### src/hw/rtl/krt_pkg.sv
// krt_pkg: shared types for the keyed record table
// request codes, state enum, token control struct and result record
// no dependencies
package krt_pkg;

    localparam int CAPACITY_DEF     = 16;
    localparam int PAYLOAD_BITS_DEF = 64;

    localparam int KEY_W       = 16;
    localparam int ENTRY_W     = 64;
    localparam int SLOT_OUT_W  = 4;
    localparam int HELD_OUT_W  = 5;

    typedef enum logic [1:0] {
        REQ_ADD    = 2'd0,
        REQ_LOOKUP = 2'd1,
        REQ_UPDATE = 2'd2,
        REQ_REMOVE = 2'd3
    } req_t;

    typedef enum logic {
        ST_IDLE = 1'b0,
        ST_WALK = 1'b1
    } state_t;

    // control part of the request token that walks the cell row
    typedef struct packed {
        logic              vld;
        req_t              op;
        logic              found;
        logic [KEY_W-1:0]  key;
    } tok_ctl_t;

    typedef struct packed {
        logic                  done_ok;
        logic [SLOT_OUT_W-1:0] slot_index;
        logic [ENTRY_W-1:0]    entry_out;
        logic [HELD_OUT_W-1:0] entries_held;
    } result_t;

endpackage

### src/hw/rtl/krt_cell.sv
// krt_cell: one table slot plus one stage of the request token pipeline
// holds a key and payload; acts on the token passing through it
// depends on krt_pkg
module krt_cell #(
    parameter int CAPACITY     = krt_pkg::CAPACITY_DEF,
    parameter int PAYLOAD_BITS = krt_pkg::PAYLOAD_BITS_DEF,
    parameter int INDEX        = 0
) (
    input  logic                                  clk,
    input  logic                                  rst_n,
    input  logic [$clog2(CAPACITY+1)-1:0]         count,
    input  krt_pkg::tok_ctl_t                     tok_ctl_i,
    input  logic [((CAPACITY > 1) ? $clog2(CAPACITY) : 1)-1:0] tok_idx_i,
    input  logic [PAYLOAD_BITS-1:0]               tok_pay_i,
    input  logic [krt_pkg::KEY_W-1:0]             nbr_key,
    input  logic [PAYLOAD_BITS-1:0]               nbr_pay,
    output krt_pkg::tok_ctl_t                     tok_ctl_o,
    output logic [((CAPACITY > 1) ? $clog2(CAPACITY) : 1)-1:0] tok_idx_o,
    output logic [PAYLOAD_BITS-1:0]               tok_pay_o,
    output logic [krt_pkg::KEY_W-1:0]             key_o,
    output logic [PAYLOAD_BITS-1:0]               pay_o
);

    localparam int IDX_W = (CAPACITY > 1) ? $clog2(CAPACITY) : 1;
    localparam int CNT_W = $clog2(CAPACITY+1);

    logic [krt_pkg::KEY_W-1:0] key_reg, key_next;
    logic [PAYLOAD_BITS-1:0]   pay_reg, pay_next;
    krt_pkg::tok_ctl_t         ctl_reg, ctl_next;
    logic [IDX_W-1:0]          idx_reg, idx_next;
    logic [PAYLOAD_BITS-1:0]   tpay_reg, tpay_next;

    logic [CNT_W-1:0] here;
    logic             live;
    logic             hit;
    logic             add_here;
    logic             shift;

    assign here = CNT_W'(INDEX);
    assign live = (here < count);

    always_comb
    begin
        hit      = tok_ctl_i.vld && !tok_ctl_i.found && (tok_ctl_i.op != krt_pkg::REQ_ADD)
                   && live && (key_reg == tok_ctl_i.key);
        add_here = tok_ctl_i.vld && (tok_ctl_i.op == krt_pkg::REQ_ADD) && (here == count);
        // removal at or before this slot: pull the neighbor down
        shift    = tok_ctl_i.vld && (tok_ctl_i.op == krt_pkg::REQ_REMOVE)
                   && (tok_ctl_i.found || hit);

        ctl_next       = tok_ctl_i;
        ctl_next.found = tok_ctl_i.found | hit | add_here;
        idx_next       = (hit || add_here) ? IDX_W'(INDEX) : tok_idx_i;
        tpay_next      = (hit && (tok_ctl_i.op == krt_pkg::REQ_LOOKUP)) ? pay_reg : tok_pay_i;

        key_next = key_reg;
        pay_next = pay_reg;
        if (add_here)
        begin
            key_next = tok_ctl_i.key;
            pay_next = tok_pay_i;
        end
        else if (hit && (tok_ctl_i.op == krt_pkg::REQ_UPDATE))
        begin
            pay_next = tok_pay_i;
        end
        else if (shift)
        begin
            key_next = nbr_key;
            pay_next = nbr_pay;
        end
    end

    // slot storage and token index and payload registers, undefined until written
    always_ff @(posedge clk)
    begin
        key_reg  <= key_next;
        pay_reg  <= pay_next;
        idx_reg  <= idx_next;
        tpay_reg <= tpay_next;
    end

    always_ff @(posedge clk or negedge rst_n)
    begin
        if (!rst_n)
        begin
            ctl_reg <= '0;
        end
        else
        begin
            ctl_reg <= ctl_next;
        end
    end

    assign tok_ctl_o = ctl_reg;
    assign tok_idx_o = idx_reg;
    assign tok_pay_o = tpay_reg;
    assign key_o     = key_reg;
    assign pay_o     = pay_reg;

endmodule

### src/hw/rtl/keyed_record_table_core.sv
// keyed_record_table_core: top level of the keyed record table
// a row of krt_cell slots walked by one request token, count and result buffer
// depends on krt_pkg and krt_cell
//
//  channel   | signals                                          | direction
//  ----------+--------------------------------------------------+----------
//  request   | in_valid, in_ready, req_type, key, entry_in      | in
//  result    | out_valid, out_ready, done_ok, slot_index,        | out
//            | entry_out, entries_held                          |
//
//  the request token visits one cell per cycle along the row of CAPACITY
//  cells and its result is then registered in the output register or skid entry
//  one request is in the row at a time; the next can be taken once the token has
//  left the last cell and the state is back to idle, if the skid entry is free
//  reset clears the entry count and the token valid bits; slot contents are
//  left as they are and only slots below the count are ever looked at
//  a stalled result waits in the output register, a second one in a skid entry;
//  a new request is taken while only the output register is occupied
module keyed_record_table_core #(
    parameter int CAPACITY     = krt_pkg::CAPACITY_DEF,
    parameter int PAYLOAD_BITS = krt_pkg::PAYLOAD_BITS_DEF
) (
    input  logic                              clk,
    input  logic                              rst_n,
    input  logic                              in_valid,
    output logic                              in_ready,
    input  logic [1:0]                        req_type,
    input  logic [krt_pkg::KEY_W-1:0]         key,
    input  logic [krt_pkg::ENTRY_W-1:0]       entry_in,
    output logic                              out_valid,
    input  logic                              out_ready,
    output logic                              done_ok,
    output logic [krt_pkg::SLOT_OUT_W-1:0]    slot_index,
    output logic [krt_pkg::ENTRY_W-1:0]       entry_out,
    output logic [krt_pkg::HELD_OUT_W-1:0]    entries_held
);

    localparam int IDX_W = (CAPACITY > 1) ? $clog2(CAPACITY) : 1;
    localparam int CNT_W = $clog2(CAPACITY+1);

    // token bus between cells: position 0 is the launch, CAPACITY the exit
    krt_pkg::tok_ctl_t       tok_ctl [0:CAPACITY];
    logic [IDX_W-1:0]        tok_idx [0:CAPACITY];
    logic [PAYLOAD_BITS-1:0] tok_pay [0:CAPACITY];
    logic [CAPACITY:0]       tok_vld;

    logic [krt_pkg::KEY_W-1:0] slot_key [0:CAPACITY-1];
    logic [PAYLOAD_BITS-1:0]   slot_pay [0:CAPACITY-1];

    krt_pkg::state_t state_reg, state_next;
    logic [CNT_W-1:0] count_reg, count_next;

    logic              out_vld_reg, out_vld_next;
    krt_pkg::result_t  out_reg, out_next;
    logic              skid_vld_reg, skid_vld_next;
    krt_pkg::result_t  skid_reg, skid_next;

    logic              in_xfer;
    logic              tok_exit;
    krt_pkg::result_t  res_new;
    logic [IDX_W+krt_pkg::SLOT_OUT_W-1:0] slot_wide;
    logic [CNT_W+krt_pkg::HELD_OUT_W-1:0] held_wide;

    assign in_xfer  = in_valid && in_ready;
    assign tok_exit = tok_ctl[CAPACITY].vld;

    // launch the token straight into cell 0
    always_comb
    begin
        tok_ctl[0].vld   = in_xfer;
        tok_ctl[0].op    = krt_pkg::req_t'(req_type);
        tok_ctl[0].found = 1'b0;
        tok_ctl[0].key   = key;
        tok_idx[0]       = '0;
        tok_pay[0]       = entry_in[PAYLOAD_BITS-1:0];
    end

    assign tok_vld[0] = tok_ctl[0].vld;

    for (genvar i = 0; i < CAPACITY; i++)
    begin : g_cell
        logic [krt_pkg::KEY_W-1:0] nbr_key;
        logic [PAYLOAD_BITS-1:0]   nbr_pay;

        if (i + 1 < CAPACITY)
        begin : g_nbr
            assign nbr_key = slot_key[i+1];
            assign nbr_pay = slot_pay[i+1];
        end
        else
        begin : g_last
            // last slot drops out of range on a remove, contents do not matter
            assign nbr_key = slot_key[i];
            assign nbr_pay = slot_pay[i];
        end

        krt_cell #(
            .CAPACITY     (CAPACITY),
            .PAYLOAD_BITS (PAYLOAD_BITS),
            .INDEX        (i)
        ) u_cell (
            .clk       (clk),
            .rst_n     (rst_n),
            .count     (count_reg),
            .tok_ctl_i (tok_ctl[i]),
            .tok_idx_i (tok_idx[i]),
            .tok_pay_i (tok_pay[i]),
            .nbr_key   (nbr_key),
            .nbr_pay   (nbr_pay),
            .tok_ctl_o (tok_ctl[i+1]),
            .tok_idx_o (tok_idx[i+1]),
            .tok_pay_o (tok_pay[i+1]),
            .key_o     (slot_key[i]),
            .pay_o     (slot_pay[i])
        );

        assign tok_vld[i+1] = tok_ctl[i+1].vld;
    end

    // result of the token leaving the last cell
    always_comb
    begin
        count_next = count_reg;
        if (tok_exit && tok_ctl[CAPACITY].found)
        begin
            case (tok_ctl[CAPACITY].op)
                krt_pkg::REQ_ADD:    count_next = count_reg + CNT_W'(1);
                krt_pkg::REQ_REMOVE: count_next = count_reg - CNT_W'(1);
                default:             count_next = count_reg;
            endcase
        end

        slot_wide = {{krt_pkg::SLOT_OUT_W{1'b0}}, tok_idx[CAPACITY]};
        held_wide = {{krt_pkg::HELD_OUT_W{1'b0}}, count_next};

        res_new.done_ok      = tok_ctl[CAPACITY].found;
        res_new.slot_index   = tok_ctl[CAPACITY].found
                               ? slot_wide[krt_pkg::SLOT_OUT_W-1:0] : '0;
        res_new.entry_out    = (tok_ctl[CAPACITY].found
                                && (tok_ctl[CAPACITY].op == krt_pkg::REQ_LOOKUP))
                               ? krt_pkg::ENTRY_W'(tok_pay[CAPACITY]) : '0;
        res_new.entries_held = held_wide[krt_pkg::HELD_OUT_W-1:0];
    end

    // output register with one skid entry
    always_comb
    begin
        out_vld_next  = out_vld_reg;
        out_next      = out_reg;
        skid_vld_next = skid_vld_reg;
        skid_next     = skid_reg;
        if (!out_vld_reg || out_ready)
        begin
            if (skid_vld_reg)
            begin
                out_vld_next  = 1'b1;
                out_next      = skid_reg;
                skid_vld_next = tok_exit;
                skid_next     = res_new;
            end
            else
            begin
                out_vld_next = tok_exit;
                out_next     = res_new;
            end
        end
        else if (tok_exit)
        begin
            skid_vld_next = 1'b1;
            skid_next     = res_new;
        end
    end

    // next state
    always_comb
    begin
        state_next = state_reg;
        case (state_reg)
            krt_pkg::ST_IDLE: if (in_xfer) state_next = krt_pkg::ST_WALK;
            krt_pkg::ST_WALK: if (tok_exit) state_next = krt_pkg::ST_IDLE;
            default:          state_next = krt_pkg::ST_IDLE;
        endcase
    end

    // state outputs
    always_comb
    begin
        case (state_reg)
            krt_pkg::ST_IDLE: in_ready = !skid_vld_reg;
            krt_pkg::ST_WALK: in_ready = 1'b0;
            default:          in_ready = 1'b0;
        endcase
    end

    always_ff @(posedge clk or negedge rst_n)
    begin
        if (!rst_n)
        begin
            state_reg    <= krt_pkg::ST_IDLE;
            count_reg    <= '0;
            out_vld_reg  <= 1'b0;
            skid_vld_reg <= 1'b0;
        end
        else
        begin
            state_reg    <= state_next;
            count_reg    <= count_next;
            out_vld_reg  <= out_vld_next;
            skid_vld_reg <= skid_vld_next;
        end
    end

    always_ff @(posedge clk)
    begin
        out_reg  <= out_next;
        skid_reg <= skid_next;
    end

    assign out_valid    = out_vld_reg;
    assign done_ok      = out_reg.done_ok;
    assign slot_index   = out_reg.slot_index;
    assign entry_out    = out_reg.entry_out;
    assign entries_held = out_reg.entries_held;

`ifndef SYNTHESIS
    // at most one token anywhere in the row
    a_one_token: assert property (@(posedge clk) disable iff (!rst_n)
        $onehot0(tok_vld))
        else $error("more than one request token in the cell row");

    // a token leaves the row only during a walk
    a_exit_walk: assert property (@(posedge clk) disable iff (!rst_n)
        tok_exit |-> (state_reg == krt_pkg::ST_WALK))
        else $error("token left the row outside a walk");

    // the skid entry is always free when a result arrives
    a_skid_free: assert property (@(posedge clk) disable iff (!rst_n)
        tok_exit |-> !skid_vld_reg)
        else $error("result arrived with skid entry occupied");

    // count stays within the table size
    a_count_max: assert property (@(posedge clk) disable iff (!rst_n)
        count_reg <= CNT_W'(CAPACITY))
        else $error("entry count beyond capacity");

    // count only moves when a token leaves the row
    a_count_hold: assert property (@(posedge clk) disable iff (!rst_n)
        !tok_exit |=> $stable(count_reg))
        else $error("entry count changed without a finished request");
`endif

endmodule
### config.mk
export PLATFORM = sky130hd
export DESIGN_NAME = keyed_record_table_core
export DESIGN_NICKNAME = d
export VERILOG_FILES = /design/src/hw/rtl/krt_pkg.sv /design/src/hw/rtl/krt_cell.sv /design/src/hw/rtl/keyed_record_table_core.sv
export SDC_FILE = /design/constraint.sdc
export NUM_CORES = 2
export LEC_CHECK = 0
export BUFFER_PORTS_ARGS = -buffer_cell sky130_fd_sc_hd__buf_2
export CORE_UTILIZATION = 30
export CTS_BUF_LIST = sky130_fd_sc_hd__clkbuf_8
export DETAILED_ROUTE_END_ITERATION = 16
export HOLD_SLACK_MARGIN = 0.15
export PLACE_DENSITY = 0.46
export SLEW_MARGIN = 20
export SYNTH_ARGS = -nofsm -noshare
export SYNTH_HDL_FRONTEND = slang
export SYNTH_SLANG_ARGS = --single-unit
### constraint.sdc
create_clock -name clk -period 17 [get_ports clk]
set_clock_uncertainty 0.05 [all_clocks]
set_input_delay 3.4 -clock clk [delete_from_list [all_inputs] [get_ports clk]]
set_output_delay 3.4 -clock clk [all_outputs]
set_load 0.01 [all_outputs]
==> qor.txt <==
postcts setup bufs = 0
HP Class = flip-flop to flip-flop
fillcell total = 34.6k
first-pass GRT wire length = 385 mm
post-route non-filler standard cell count = 12.8k
Post-Synth Adder-Cell Area = 0.00101
routed via count = 57.8k
total nets after synthesis = 7344
Syn Std Cell Area = 0.109 mm^2
simple-gate share of the synthesized area = 0.0593
Sw Pwr = 3.12 mW
Crit. Startpoint = in_valid
number of library cell types mapped by synthesis = 75
HPWL after DPL = 157 mm
Async SR Flop Fraction = 0.111
Critical Path Sink Type = flip-flop
Max clock buf depth = 4
largest net degree at the start of global routing = 114
DRC Markers = 0
Clk pwr share = 0.442
post-synthesis xor/xnor area fraction = 0.0201
FP Rows = 220
sequential area share after synthesis = 0.665
highest net fanout along the worst path = 56
Worst EP required = 17760 ps
Final Worst Setup Slack = 10680 ps
leakage = 46.4 nW
vias per cell = 4.51
Antenna Nets Post-Route = 0
Max VDD drop = 60.5 uV
Global Route Usage Sum = 0.133
initial antenna violation count = 21
mux contribution to synthesized area = 0.207
max-cap violation count = 0
Hold EP = g_cell[12].u_cell.tok_idx_o[3]$_SDFF_PP1_
Compound-Gate Fraction of Synth Area = 0.0283
Die H = 603 um
Core Area = 0.359 mm^2
Yosys reg bits = 2813
status = complete, no violations
Worst-path clk slew = 60 ps
Logic pwr share = 0.024
r2r startpoint = skid_vld_reg$_DFFE_PN0P_
Hold Crit Start = g_cell[11].u_cell.tok_idx_o[3]$_SDFF_PP1_
Die W = 603 um
Place WS = 9510 ps
number of synthesized flops with an enable pin = 1428
fraction of layout instances using a drive strength above 1 = 0.360
setup TNS = 0 ps
starting density of the core = 0.302
kind of critical path = input pin to flip-flop
pwr dens = 112 mW/mm^2
post-CTS sizing = 0
Iter 0 DRT Violations = 3583
Main synth FF type = edfxtp_1
PortBufs = 161
clock sink count = 2813
Total Wirelength = 248 mm
Mean Syn Cell Area = 15.0 um^2
R2R setup slack = 12400 ps
final hold violation count = 0
Tcrit/Tclk final = 0.372
main combinational cell family by area after synthesis = multiplexers
R2R cell count = 6
CTS tree = built
RSZ-0062 raised after global routing = false
CTS HTree Levels = 5
Post-CTS Hold Fix Bufs = 0
Die Area = 0.364 mm^2
crit path time final = 6320 ps
Avg WL per Cell = 19.4 um
CP startpoint kind = input pin
Setup Viol. Count Final = 0
CTS Root Buffer Type = clkbuf_8
Layout area overhead = 14.8%
R2R Path End = g_cell[0].u_cell.pay_o[34]$_DFFE_PP_
Highest Clock Rate = 0.158 GHz
Clock Latency Late Sink = 1080 ps
vias in the first global route = 60.0k
Syn Inst Count = 7250
actual slew at the worst max-slew pin = 1100 ps
Max-slew headroom = 0.269
clock buffer count from CTS = 475
sw frac = 0.224
Internal = 10.8 mW
first drt pass iteration count = 7
max-slew violations = 0
GPL Wtd Cong = 0.774
Synth Warn # = 0
I/O pins = 162
final net count = 7698
sequential share of power = 0.534
final total power = 13.9 mW
Placed Cells = 11.9k
crit path DAT = 7090 ps
hold path depth = 1
total gr overflow = 0
[worst max-delay path, stage by stage]
cell	delay [ps]
buf_2	70
or3b_1	760
nor4_1	560
nand3_1	230
o41ai_4	680
buf_4	760
mux2_2	420
[synth_stat cells (8+ instances only)]
| library cell | count | area [um^2] |
|---|---|---|
| nand4_1 | 69 | 432 |
| nor3_1 | 79 | 395 |
| ha_1 | 8 | 100 |
| nand2_1 | 740 | 2780 |
| dfxtp_1 | 1073 | 21500 |
| o31ai_1 | 69 | 518 |
| nor4_1 | 40 | 250 |
| nand3_1 | 37 | 185 |
| a41oi_1 | 11 | 96.3 |
| xnor2_1 | 133 | 1160 |
| buf_2 | 126 | 631 |
| xor2_1 | 116 | 1020 |
| mux2_1 | 99 | 1110 |
| buf_1 | 14 | 52.6 |
| and4_1 | 18 | 158 |
| nor2b_1 | 13 | 81.3 |
| a21oi_1 | 9 | 45.0 |
| o21ai_0 | 28 | 140 |
| or3_1 | 13 | 81.3 |
| nand4b_1 | 9 | 78.8 |
| and2_1 | 73 | 457 |
| a221oi_1 | 65 | 569 |
| buf_4 | 18 | 135 |
| mux2_2 | 1896 | 21400 |
| dfrtp_1 | 312 | 7810 |
| o311ai_0 | 64 | 561 |
| and3_1 | 133 | 832 |
| or2_2 | 23 | 144 |
| edfxtp_1 | 1428 | 42900 |
| inv_1 | 110 | 413 |
| clkbuf_1 | 212 | 796 |
| nor2_1 | 44 | 165 |
| a311o_1 | 65 | 651 |
[routing by layer]
| metal | part of all wire | vias to the layer above | track usage | wire [um] |
|---|---|---|---|---|
| li1 | - | 27600 | - | - |
| met1 | 0.54 | 28500 | 0.211 | 134000 |
| met2 | 0.39 | 1230 | 0.177 | 95600 |
| met3 | 0.050 | 471 | 0.0281 | 12300 |
| met4 | 0.023 | 36 | 0.0363 | 5710 |
| met5 | 0.00088 | - | 0 | 218 |
[power by group through the flow]
stage | Clock, mW | Sequential, mW | Combinational (mW)
final | 6.16 | 7.43 | 0.330
after global routing | 6.71 | 7.45 | 0.365
after CTS | 6.41 | 7.43 | 0.337
after detailed placement | 0 | 7.57 | 0.331
after global placement | 0 | 7.57 | 0.332
after floorplan | 0 | 7.53 | 0.205
[cells by family after synthesis]
family	after synthesis
compound gates	364
xor+xnor	249
fa+ha+maj	9
buf+inv	486
flops	2813
mux	1996
simple gates	1333
[worst max-delay path by stage]
| stage | slack, ps | to |
|---|---|---|
| floorplan | 7340 | g_cell[0].u_cell.pay_o[0]$_DFFE_PP_ |
| global placement | 9520 | g_cell[0].u_cell.pay_o[44]$_DFFE_PP_ |
| detailed placement | 9510 | g_cell[0].u_cell.pay_o[33]$_DFFE_PP_ |
| CTS | 10760 | g_cell[0].u_cell.pay_o[7]$_DFFE_PP_ |
| global route | 10660 | g_cell[0].u_cell.pay_o[37]$_DFFE_PP_ |
| finish | 10680 | g_cell[0].u_cell.pay_o[34]$_DFFE_PP_ |
[stage by stage]
| step | instance area (um^2) | utilization | hold WS (ps) |
|---|---|---|---|
| after floorplan | 109000 | - | 302 |
| after global placement | 115000 | 0.319 | 346 |
| after detailed placement | 115000 | 0.319 | 348 |
| after CTS | 125000 | 0.346 | 319 |
| after global routing | 125000 | 0.347 | 330 |
| final | 125000 | 0.347 | 328 |
[cells in the final DEF (no fill, tap or decap), drive strengths merged, types with 8 or more instances in the layout]
cell and n:
mux2 1995, edfxtp 1428, dfxtp 1073, nand2 740, clkbuf 585, inv 316
dfrtp 312, buf 253, xnor2 133, and3 133, xor2 116, clkinv 87
nor3 80, and2 73, nand4 69, o31ai 69, a311o 65, a221oi 65
o311ai 64, nor4 45, nor2 44, nand3 37, o21ai 31, or2 23
and4 18, bufinv 16, or3 14, a41oi 14, nor2b 13, nand4b 9
a21oi 9, diode 8, ha 8
[cell type report]
cell class	instances	area [um^2]	share of cell area
Multi-Input combinational cell	3951	34700	0.278
Tap cell	4773	5970	0.0479
Clock buffer	585	8050	0.0646
Clock inverter	316	1760	0.0141
Inverter	110	414	0.00332
Timing Repair Buffer	253	1530	0.0123
Sequential cell	2813	72200	0.579
Antenna cell	8	20.0	0.000161
Power figures use the tool's default switching activity.
